--- src/sv/assert_macros.svh ---
// assertion helpers shared by the RTL
`ifndef ASSERT_MACROS_SVH
`define ASSERT_MACROS_SVH

// property must hold on every clock outside reset
`define ASSERT_CLK(lbl, clk, rst_n, prop, msg) \
    lbl: assert property (@(posedge clk) disable iff (!rst_n) prop) else $error(msg);

// expression must never be true outside reset
`define ASSERT_NEVER(lbl, clk, rst_n, expr, msg) \
    lbl: assert property (@(posedge clk) disable iff (!rst_n) !(expr)) else $error(msg);

`endif

--- src/sv/dteq_pkg.sv ---
// ----------------------------------------------------------------------------
// dteq_pkg
// Shared types and codes of the delta timer event queue.
// ----------------------------------------------------------------------------
package dteq_pkg;

    localparam int DEF_QUEUE_DEPTH = 16;
    localparam int DEF_TIME_BITS   = 48;

    localparam logic [1:0] REQ_TICK   = 2'd0;
    localparam logic [1:0] REQ_INSERT = 2'd1;
    localparam logic [1:0] REQ_REMOVE = 2'd2;

    localparam logic [2:0] KIND_FIRED    = 3'd0;
    localparam logic [2:0] KIND_ARM      = 3'd1;
    localparam logic [2:0] KIND_EMPTY    = 3'd2;
    localparam logic [2:0] KIND_FULL     = 3'd3;
    localparam logic [2:0] KIND_NOTFOUND = 3'd4;
    localparam logic [2:0] KIND_DUP      = 3'd5;

    localparam logic [1:0] CFG_TIMER_MAX = 2'd0;
    localparam logic [1:0] CFG_OWN_CORE  = 2'd1;

    typedef struct packed {
        logic [1:0]  req_type;
        logic [47:0] elapsed_nanos;
        logic [5:0]  event_id;
        logic [7:0]  target_core;
        logic        any_core;
        logic [47:0] delay_nanos;
    } t_in_item;

    typedef struct packed {
        logic [2:0]  kind;
        logic [5:0]  fired_id;
        logic [7:0]  fired_core;
        logic        is_remote;
        logic [47:0] arm_nanos;
        logic        last;
    } t_out_item;

    typedef struct packed {
        logic      valid;
        t_out_item item;
    } t_emit;

endpackage

--- src/sv/delta_timer_event_queue_core.sv ---
// ----------------------------------------------------------------------------
// delta_timer_event_queue_core
// Sorted delta list of timer events with tick, insert and remove requests.
// ----------------------------------------------------------------------------
//  channel | direction | handshake                  | payload
//  in      | input     | i_in_valid / o_in_stall    | i_in_data  (t_in_item)
//  out     | output    | o_out_valid / i_out_stall  | o_out_data (t_out_item)
//  cfg     | input     | i_cfg_valid / o_cfg_ready  | i_cfg_index, i_cfg_data
//
// One request at a time. Each memory visit is a read state, then a state
// that uses the data and writes back; one visit per entry drained, searched
// or shifted. A tick shifts the whole remaining list once per popped entry.
// Reset clears the entry count, sets the timer max to all ones and the owner
// core to zero; entry memory needs no clearing. A stalled output beat holds
// the sequencer only when it has a new beat.
// ----------------------------------------------------------------------------
module delta_timer_event_queue_core
    import dteq_pkg::*;
#(
    parameter int QUEUE_DEPTH = DEF_QUEUE_DEPTH,
    parameter int TIME_BITS   = DEF_TIME_BITS
) (
    input  logic        i_clk,
    input  logic        i_rst_n,
    input  logic        i_in_valid,
    output logic        o_in_stall,
    input  t_in_item    i_in_data,
    output logic        o_out_valid,
    input  logic        i_out_stall,
    output t_out_item   o_out_data,
    input  logic        i_cfg_valid,
    output logic        o_cfg_ready,
    input  logic [1:0]  i_cfg_index,
    input  logic [47:0] i_cfg_data
);

    logic [47:0] r_timer_max;
    logic [7:0]  r_own_core;
    logic        r_out_valid;
    t_out_item   r_out;
    t_emit       emit;
    logic        emit_ok;
    logic        busy;
    logic        start;

    assign start   = i_in_valid && !busy;
    // output slot frees when empty or when the waiting beat leaves now
    assign emit_ok = !r_out_valid || !i_out_stall;

    dteq_seq #(
        .QUEUE_DEPTH (QUEUE_DEPTH),
        .TIME_BITS   (TIME_BITS)
    ) u_seq (
        .i_clk       (i_clk),
        .i_rst_n     (i_rst_n),
        .i_start     (start),
        .i_item      (i_in_data),
        .i_timer_max (r_timer_max),
        .i_own_core  (r_own_core),
        .i_emit_ok   (emit_ok),
        .o_emit      (emit),
        .o_busy      (busy)
    );

    always_ff @(posedge i_clk) begin
        if (!i_rst_n) begin
            r_timer_max <= '1;
            r_own_core  <= '0;
            r_out_valid <= 1'b0;
        end else begin
            if (i_cfg_valid) begin
                unique case (i_cfg_index)
                    CFG_TIMER_MAX: r_timer_max <= i_cfg_data;
                    CFG_OWN_CORE:  r_own_core  <= i_cfg_data[7:0];
                    default: ;
                endcase
            end
            if (emit.valid && emit_ok) begin
                r_out_valid <= 1'b1;
            end else if (!i_out_stall) begin
                r_out_valid <= 1'b0;
            end
        end
        if (emit.valid && emit_ok) begin
            r_out <= emit.item;
        end
    end

    assign o_in_stall  = busy;
    assign o_cfg_ready = 1'b1;
    assign o_out_valid = r_out_valid;
    assign o_out_data  = r_out;

endmodule

--- src/sv/dteq_mem.sv ---
// ----------------------------------------------------------------------------
// dteq_mem
// Entry memory: one write port, one read port, registered read data.
// ----------------------------------------------------------------------------
module dteq_mem #(
    parameter int DEPTH  = 16,
    parameter int DATA_W = 62
) (
    input  logic                     i_clk,
    input  logic                     i_wr_en,
    input  logic [$clog2(DEPTH)-1:0] i_wr_addr,
    input  logic [DATA_W-1:0]        i_wr_data,
    input  logic                     i_rd_en,
    input  logic [$clog2(DEPTH)-1:0] i_rd_addr,
    output logic [DATA_W-1:0]        o_rd_data
);

    logic [DATA_W-1:0] r_mem [DEPTH];
    logic [DATA_W-1:0] r_rd_data;

    always_ff @(posedge i_clk) begin
        if (i_wr_en) begin
            r_mem[i_wr_addr] <= i_wr_data;
        end
        if (i_rd_en) begin
            r_rd_data <= r_mem[i_rd_addr];
        end
    end

    assign o_rd_data = r_rd_data;

endmodule

--- src/sv/dteq_seq.sv ---
// ----------------------------------------------------------------------------
// dteq_seq
// Request sequencer: drains, searches, shifts and reports over the entry memory.
// ----------------------------------------------------------------------------
`include "assert_macros.svh"

module dteq_seq
    import dteq_pkg::*;
#(
    parameter int QUEUE_DEPTH = DEF_QUEUE_DEPTH,
    parameter int TIME_BITS   = DEF_TIME_BITS
) (
    input  logic        i_clk,
    input  logic        i_rst_n,
    input  logic        i_start,
    input  t_in_item    i_item,
    input  logic [47:0] i_timer_max,
    input  logic [7:0]  i_own_core,
    input  logic        i_emit_ok,
    output t_emit       o_emit,
    output logic        o_busy
);

    localparam int TB     = TIME_BITS;
    localparam int IDX_W  = $clog2(QUEUE_DEPTH);
    localparam int CNT_W  = $clog2(QUEUE_DEPTH + 1);
    localparam int DATA_W = TB + 14;
    localparam logic [CNT_W-1:0] DEPTH_C = CNT_W'(QUEUE_DEPTH);

    typedef enum logic [4:0] {
        S_IDLE, S_DR_RD, S_DR_EX, S_POST, S_TK_RD, S_TK_EX, S_FD_RD, S_FD_EX,
        S_PS_RD, S_PS_EX, S_IS_RD, S_IS_EX, S_IS_WR, S_SH_RD, S_SH_EX,
        S_ST_RD, S_ST_EX
    } t_state;

    t_state           r_state, n_state;
    logic [1:0]       r_req, n_req;
    logic [5:0]       r_id, n_id;
    logic [7:0]       r_core, n_core;
    logic [TB-1:0]    r_t, n_t;
    logic [TB-1:0]    r_dly, n_dly;
    logic [TB-1:0]    r_carry, n_carry;
    logic [CNT_W-1:0] r_i, n_i;
    logic [CNT_W-1:0] r_pos, n_pos;
    logic [CNT_W-1:0] r_count, n_count;
    logic [2:0]       r_kind, n_kind;

    logic              wr_en, rd_en;
    logic [CNT_W-1:0]  wr_addr, rd_addr;
    logic [DATA_W-1:0] wr_data, rd_data;
    logic [TB-1:0]     rd_delta;
    logic [5:0]        rd_id;
    logic [7:0]        rd_core;
    logic [63:0]       ext_elapsed, ext_delay, ext_tmax, ext_arm;
    logic [TB-1:0]     in_elapsed, in_delay, tmax, arm_tb;
    logic [CNT_W-1:0]  i_inc;

    assign rd_delta = rd_data[DATA_W-1 -: TB];
    assign rd_id    = rd_data[13:8];
    assign rd_core  = rd_data[7:0];

    // field widths to internal time width (mask or zero extend)
    assign ext_elapsed = {16'b0, i_item.elapsed_nanos};
    assign ext_delay   = {16'b0, i_item.delay_nanos};
    assign ext_tmax    = {16'b0, i_timer_max};
    assign in_elapsed  = ext_elapsed[TB-1:0];
    assign in_delay    = ext_delay[TB-1:0];
    assign tmax        = ext_tmax[TB-1:0];
    assign arm_tb      = (rd_delta < tmax) ? rd_delta : tmax;
    assign ext_arm     = 64'(arm_tb);
    assign i_inc       = CNT_W'(r_i + 1'b1);

    dteq_mem #(
        .DEPTH  (QUEUE_DEPTH),
        .DATA_W (DATA_W)
    ) u_mem (
        .i_clk     (i_clk),
        .i_wr_en   (wr_en),
        .i_wr_addr (wr_addr[IDX_W-1:0]),
        .i_wr_data (wr_data),
        .i_rd_en   (rd_en),
        .i_rd_addr (rd_addr[IDX_W-1:0]),
        .o_rd_data (rd_data)
    );

    always_comb begin
        n_state = r_state;
        n_req   = r_req;
        n_id    = r_id;
        n_core  = r_core;
        n_t     = r_t;
        n_dly   = r_dly;
        n_carry = r_carry;
        n_i     = r_i;
        n_pos   = r_pos;
        n_count = r_count;
        n_kind  = r_kind;
        wr_en   = 1'b0;
        wr_addr = r_i;
        wr_data = rd_data;
        rd_en   = 1'b0;
        rd_addr = r_i;
        o_emit  = '0;
        unique case (r_state)
            S_IDLE: begin
                if (i_start) begin
                    n_req  = i_item.req_type;
                    n_id   = i_item.event_id;
                    n_core = i_item.any_core ? i_own_core : i_item.target_core;
                    n_t    = in_elapsed;
                    n_dly  = in_delay;
                    n_i    = '0;
                    n_kind = KIND_ARM;
                    n_state = (in_elapsed != '0 && r_count != '0) ? S_DR_RD : S_POST;
                end
            end
            S_DR_RD: begin
                rd_en   = 1'b1;
                n_state = S_DR_EX;
            end
            S_DR_EX: begin
                if (rd_delta != '0 && r_t < rd_delta) begin
                    wr_en   = 1'b1;
                    wr_data = {rd_delta - r_t, rd_id, rd_core};
                    n_state = S_POST;
                end else begin
                    if (rd_delta != '0) begin
                        wr_en   = 1'b1;
                        wr_data = {{TB{1'b0}}, rd_id, rd_core};
                        n_t     = r_t - rd_delta;
                    end
                    n_i     = i_inc;
                    n_state = (i_inc == r_count || n_t == '0) ? S_POST : S_DR_RD;
                end
            end
            S_POST: begin
                n_i = '0;
                unique case (r_req)
                    REQ_TICK:   n_state = S_TK_RD;
                    REQ_INSERT: n_state = S_FD_RD;
                    REQ_REMOVE: n_state = S_FD_RD;
                    default:    n_state = S_ST_RD;
                endcase
            end
            S_TK_RD: begin
                if (r_count == '0) begin
                    n_state = S_ST_RD;
                end else begin
                    rd_en   = 1'b1;
                    rd_addr = '0;
                    n_state = S_TK_EX;
                end
            end
            S_TK_EX: begin
                if (rd_delta != '0) begin
                    n_state = S_ST_RD;
                end else begin
                    o_emit.valid           = 1'b1;
                    o_emit.item.kind       = KIND_FIRED;
                    o_emit.item.fired_id   = rd_id;
                    o_emit.item.fired_core = rd_core;
                    o_emit.item.is_remote  = (rd_core != i_own_core);
                    if (i_emit_ok) begin
                        n_pos   = '0;
                        n_i     = '0;
                        n_carry = '0;
                        n_state = S_SH_RD;
                    end
                end
            end
            S_FD_RD: begin
                if (r_i == r_count) begin
                    if (r_req == REQ_REMOVE) begin
                        n_kind  = KIND_NOTFOUND;
                        n_state = S_ST_RD;
                    end else if (r_count == DEPTH_C) begin
                        n_kind  = KIND_FULL;
                        n_state = S_ST_RD;
                    end else begin
                        n_pos   = '0;
                        n_state = S_PS_RD;
                    end
                end else begin
                    rd_en   = 1'b1;
                    n_state = S_FD_EX;
                end
            end
            S_FD_EX: begin
                if (rd_id == r_id) begin
                    if (r_req == REQ_REMOVE) begin
                        n_pos   = r_i;
                        n_carry = rd_delta;
                        n_state = S_SH_RD;
                    end else begin
                        n_kind  = KIND_DUP;
                        n_state = S_ST_RD;
                    end
                end else begin
                    n_i     = i_inc;
                    n_state = S_FD_RD;
                end
            end
            S_PS_RD: begin
                if (r_pos == r_count) begin
                    n_i     = r_count;
                    n_state = S_IS_RD;
                end else begin
                    rd_en   = 1'b1;
                    rd_addr = r_pos;
                    n_state = S_PS_EX;
                end
            end
            S_PS_EX: begin
                if (rd_delta <= r_dly) begin
                    n_dly   = r_dly - rd_delta;
                    n_pos   = CNT_W'(r_pos + 1'b1);
                    n_state = S_PS_RD;
                end else begin
                    // following entry keeps only what is left past the new one
                    wr_en   = 1'b1;
                    wr_addr = r_pos;
                    wr_data = {rd_delta - r_dly, rd_id, rd_core};
                    n_i     = r_count;
                    n_state = S_IS_RD;
                end
            end
            S_IS_RD: begin
                if (r_i == r_pos) begin
                    n_state = S_IS_WR;
                end else begin
                    rd_en   = 1'b1;
                    rd_addr = CNT_W'(r_i - 1'b1);
                    n_state = S_IS_EX;
                end
            end
            S_IS_EX: begin
                wr_en   = 1'b1;
                n_i     = CNT_W'(r_i - 1'b1);
                n_state = S_IS_RD;
            end
            S_IS_WR: begin
                wr_en   = 1'b1;
                wr_addr = r_pos;
                wr_data = {r_dly, r_id, r_core};
                n_count = CNT_W'(r_count + 1'b1);
                n_state = S_ST_RD;
            end
            S_SH_RD: begin
                if (i_inc >= r_count) begin
                    n_count = CNT_W'(r_count - 1'b1);
                    n_state = (r_req == REQ_TICK) ? S_TK_RD : S_ST_RD;
                end else begin
                    rd_en   = 1'b1;
                    rd_addr = i_inc;
                    n_state = S_SH_EX;
                end
            end
            S_SH_EX: begin
                // removed delta goes to its successor
                wr_en   = 1'b1;
                wr_data = {rd_delta + ((r_i == r_pos) ? r_carry : '0), rd_id, rd_core};
                n_i     = i_inc;
                n_state = S_SH_RD;
            end
            S_ST_RD: begin
                rd_en   = 1'b1;
                rd_addr = '0;
                n_state = S_ST_EX;
            end
            S_ST_EX: begin
                o_emit.valid = 1'b1;
                o_emit.item.last = 1'b1;
                if (r_count != '0) begin
                    o_emit.item.kind      = r_kind;
                    o_emit.item.arm_nanos = ext_arm[47:0];
                end else begin
                    o_emit.item.kind = (r_kind == KIND_ARM) ? KIND_EMPTY : r_kind;
                end
                if (i_emit_ok) begin
                    n_state = S_IDLE;
                end
            end
            default: n_state = S_IDLE;
        endcase
    end

    always_ff @(posedge i_clk) begin
        if (!i_rst_n) begin
            r_state <= S_IDLE;
            r_count <= '0;
        end else begin
            r_state <= n_state;
            r_count <= n_count;
        end
        r_req   <= n_req;
        r_id    <= n_id;
        r_core  <= n_core;
        r_t     <= n_t;
        r_dly   <= n_dly;
        r_carry <= n_carry;
        r_i     <= n_i;
        r_pos   <= n_pos;
        r_kind  <= n_kind;
    end

    assign o_busy = (r_state != S_IDLE);

    `ASSERT_NEVER(a_count_range, i_clk, i_rst_n, r_count > DEPTH_C, "entry count over depth")
    `ASSERT_CLK(a_start_busy, i_clk, i_rst_n, i_start |=> o_busy, "request not taken up")
    `ASSERT_CLK(a_wr_inside, i_clk, i_rst_n, wr_en |-> (wr_addr <= r_count), "write past list end")

endmodule

--- config.mk ---
export PLATFORM = sky130hd
export DESIGN_NAME = delta_timer_event_queue_core
export DESIGN_NICKNAME = d
export VERILOG_FILES = /design/src/sv/dteq_pkg.sv /design/src/sv/delta_timer_event_queue_core.sv /design/src/sv/dteq_mem.sv /design/src/sv/dteq_seq.sv
export VERILOG_INCLUDE_DIRS = /design/src /design/src/sv
export SDC_FILE = /design/constraint.sdc
export NUM_CORES = 2
export LEC_CHECK = 0
export BUFFER_PORTS_ARGS = -buffer_cell sky130_fd_sc_hd__buf_2
export CAP_MARGIN = 20
export CELL_PAD_IN_SITES_DETAIL_PLACEMENT = 1
export CELL_PAD_IN_SITES_GLOBAL_PLACEMENT = 2
export CORE_ASPECT_RATIO = 1.2
export CORE_MARGIN = 2
export CORE_UTILIZATION = 35
export CTS_CLUSTER_SIZE = 12
export DETAILED_ROUTE_END_ITERATION = 10
export GPL_TIMING_DRIVEN = 1
export HOLD_SLACK_MARGIN = 0.03
export PLACE_DENSITY_LB_ADDON = 0.1
export SYNTH_ARGS = -nofsm -noshare
export SYNTH_HDL_FRONTEND = slang
export SYNTH_SLANG_ARGS = --single-unit
--- constraint.sdc ---
create_clock -name i_clk -period 33.8 [get_ports i_clk]
set_clock_uncertainty 0.05 [all_clocks]
set_input_delay 5.07 -clock i_clk [delete_from_list [all_inputs] [get_ports i_clk]]
set_output_delay 5.07 -clock i_clk [all_outputs]
set_load 0.005 [all_outputs]
==> parameters.txt <==
Parameter                              Value

Outcome
  Outcome ... completed

Finish
  Layout area overhead ... 13.4%
  Area occupied by multi-input gates ... roughly 29,000 µm²
  Final design instance area without fill ... roughly 81,000 µm²
  Layout filler cell count ... about 22k
  Final Util ... 0.399
  Fraction of final layout cells sized beyond drive strength 1 ... 0.110
  Non-filler cells in the finished layout ... just over 9k
  Combined flip-flop and latch cell area ... roughly 40,000 µm²
  Post-layout net count ... 6,890

Timing
  Max Freq ... 130 MHz
  Max-slew violation count ... 0
  Least-Margin Pin Slew ... ~1.3 ns
  Period utilisation layout ... 0.228
  Setup repair after global routing missed its margin ... false
  Final hold violations ... 0
  Setup violators final ... 0
  Post-route setup slack ... 26.09 ns
  Worst max-slew margin expressed relative to the limit ... 0.115
  Worst Hold Slack ... just under 0.5 ns
  Post-layout minimum cycle time ... around 7.7 ns
  Total negative slack ... 0 ns

Die
  Num ports ... about 240
  Horizontal die dimension ... ~420 µm
  Total Die Area ... ~210,000 µm²
  Die Height ... approximately 500 µm
  Initial Utilization ... 0.352
  Core outline area ... 203,000 µm²
  Core Rows ... 181

Setup path
  Startpoint type of the worst setup path ... flop
  Slowest cell on crit path ... nor4_1
  Capturing point of the worst reg2reg path ... u_seq.u_mem.r_mem[4][24]
  Startpoint of the lowest-slack register-to-register path ... u_seq.u_mem.o_rd_data[36]
  Crit path required time ... approximately 29 ns
  Largest driver fanout on the critical path ... 33
  R2R depth ... 13
  Ordered list of cells on the worst path ... buf_4, nor4_1, and2_1, inv_1, buf_2
  CP peak stage delay ... roughly 0.62 ns
  Critical path class ... reg2out
  Critical Path AT ... 2.59 ns
  FF-to-FF setup slack ... roughly 26 ns
  Critical path capture point type ... primary output

Power and ir drop
  Pleak ... around 30 nW
  Power density over cell area ... 117 nW/µm²
  Worst vdd ir ... 0.0937 mV
  Overall power of the completed layout ... 9.45 mW

Routing
  Remaining design rule violation count ... 0
  Number of detailed-route iterations in the first pass ... 7
  Starting DRT DRC Count ... about 3.8k
  Per-cell via count in the routed design ... between 5 and 6
  Number of nets still failing antenna checks after routing ... 0
  Routed length per instance ... 31.9 µm
  Wire length reported by the detailed router ... approximately 290,000 µm
  Overall via count from detail_route ... between 50k and 60k

Hold path
  Min-delay worst type ... reg2reg
  Hold path startpoint ... r_timer_max[1]
  Worst Hold Depth ... 2
  Worst-case hold path end point ... r_timer_max[1]

Synthesis
  Syn_nets ... around 6.7k
  Most numerous cell types in the synthesized netlist ... edfxtp_1, nand2_1, a21oi_1
  Most instantiated library cell after synthesis ... edfxtp_1
  Syn avg cell area ... between 10 and 15 µm²
  Dominant register cell in the synthesized netlist ... edfxtp_1
  Synthesized netlist cell count ... roughly 6.3k
  Fraction of synthesized cell area taken by the top area cell type ... 0.545
  Library cells used by synthesis ... 85
  Post-synthesis sequential element count ... around 1.4k
  Number of flops mapped to enable cells by yosys ... around 1.3k
  Mapped Area ... roughly 71,000 µm²
  YS warnings ... 0
  Async set or reset register ratio after synthesis ... 0
  Leading post-synthesis cells by cell area ... edfxtp_1, ha_1, nand2_1
  Sequential cell area fraction in the yosys report ... 0.563
  Largest area contributor in the synthesized netlist ... edfxtp_1

Clock tree
  Number of buffers on the longest clock path ... 3
  Clock insertion delay at the later pin of the skew report ... 0.84 ns
  TritonCTS Buffers ... about 150
  Hold bufs inserted after CTS ... 0
  Count of clock tree sinks ... ~1.4k
  Post-CTS setup buffers ... 0
  Clock slew seen by the registers of the worst setup and hold paths ... around 0.060 ns
  TritonCTS clock tree ... done
  Clock root buffer master ... clkbuf_16
  Post_cts resized ... 0
  Number of H-tree levels ... 4

Global routing
  Vias in the first global route ... 55.9k
  Global router's overall resource usage ... 0.278
  Global-route wire length before repair ... between 400,000 and 500,000 µm
  Sum of overflow across all layers after global routing ... 0
  Largest net degree at the start of global routing ... between 150 and 200
  Number of antenna violations at the first check in global routing ... 12

Place
  Port bufs ... between 200 and 250
  Dpl hpwl ... roughly 210,000 µm
  Final weighted congestion in routability-driven placement ... a little under 1
  Total instance count after detailed placement ... between 8k and 9k
  Post-placement setup slack ... approximately 26 ns
  Post-detailed-placement cell area ... roughly 76,000 µm²

Run
  Max-cap violation count ... 0
==> worst max-delay path: cells and delay by family (launching register included) <==
family	cells	cell delay, ns
AND/OR/NAND/NOR	2	1.02
flip-flops	1	0.30
buffers and inverters	3	0.45
==> cells in the final DEF, fill, tap and decap left out, types with 53 or more instances in the layout <==
| cell type | Yosys | routed |
|---|---|---|
| edfxtp_1 | 1294 | 1294 |
| xnor2_1 | 128 | 128 |
| mux2i_1 | 272 | 272 |
| clkbuf_16 | 0 | 157 |
| o31ai_1 | 62 | 60 |
| o21ai_0 | 276 | 271 |
| o211ai_1 | 86 | 86 |
| buf_2 | 44 | 235 |
| a21boi_0 | 70 | 70 |
| nand3_1 | 67 | 64 |
| nand2_1 | 867 | 865 |
| nor2_1 | 282 | 251 |
| ha_1 | 295 | 295 |
| xor2_1 | 105 | 105 |
| or4_1 | 53 | 53 |
| nand4_1 | 86 | 86 |
| and4_1 | 85 | 85 |
| dfxtp_1 | 67 | 67 |
| nor3_1 | 56 | 53 |
| a21oi_1 | 344 | 336 |
| a21o_1 | 154 | 153 |
| and2_1 | 71 | 71 |
| buf_4 | 1 | 152 |
| inv_1 | 281 | 281 |
| a32oi_1 | 252 | 251 |
==> worst max-delay path by stage <==
stage | depth (start not counted) | to | slack [ns] | startpoint
after floorplan | 2 | u_seq.r_t[0] | 20.37 | i_in_valid
after global placement | 12 | u_seq.u_mem.r_mem[5][32] | 25.77 | u_seq.u_mem.o_rd_data[36]
after detailed placement | 11 | u_seq.r_state[1] | 25.90 | i_in_data[82]
after CTS | 5 | o_in_stall | 26.04 | u_seq.r_state[1]
after global routing | 5 | o_in_stall | 25.93 | u_seq.r_state[1]
final | 5 | o_in_stall | 26.09 | u_seq.r_state[1]
==> registers in the layout (all words and copies together), names as in the netlist, 6 cells and up <==
| register | flops |
|---|---|
| o_out_data | 67 |
| r_own_core | 8 |
| r_timer_max | 48 |
| u_seq.r_carry | 48 |
| u_seq.r_core | 8 |
| u_seq.r_dly | 48 |
| u_seq.r_id | 6 |
| u_seq.r_t | 48 |
| u_seq.u_mem.o_rd_data | 62 |
| u_seq.u_mem.r_mem | 992 |
==> report_power, final <==
part           internal [mW]  total (mW)  switching (mW)
Sequential              2.46        2.68           0.217
Combinational           1.48        5.11            3.63
Clock                  0.938        1.67           0.728
Total                   4.88        9.45            4.57
==> logic make-up after synthesis <==
group	Yosys count	synth area share
AOI/OAI and AO/OA	1635	0.159
xor gates and xnor gates	233	0.0286
adders and majority gates	301	0.0534
buffers and inverters	673	0.0363
DFF	1361	0.563
muxes	298	0.0423
other	1	0.0000526
and+or+nand+nor	1766	0.117
==> metal layers <==
layer  GRT usage  part of all wire  vias to the layer above
li1            -                 -                    24100
met5           0          0.000044                        -
met1       0.351              0.42                    27900
met2       0.484              0.50                     1281
met4       0.117             0.046                        2
met3      0.0266             0.034                      361
==> layout make-up <==
cell class	instances	share of cell area
tap	2653	0.0410
clock inverter	64	0.00929
multi-input combinational	4234	0.359
sequential	1361	0.497
timing repair buffer	389	0.0291
clock buffer	203	0.0517
inverter	281	0.0130
antenna	7	0.000216
(Power assumes the default switching activity.)
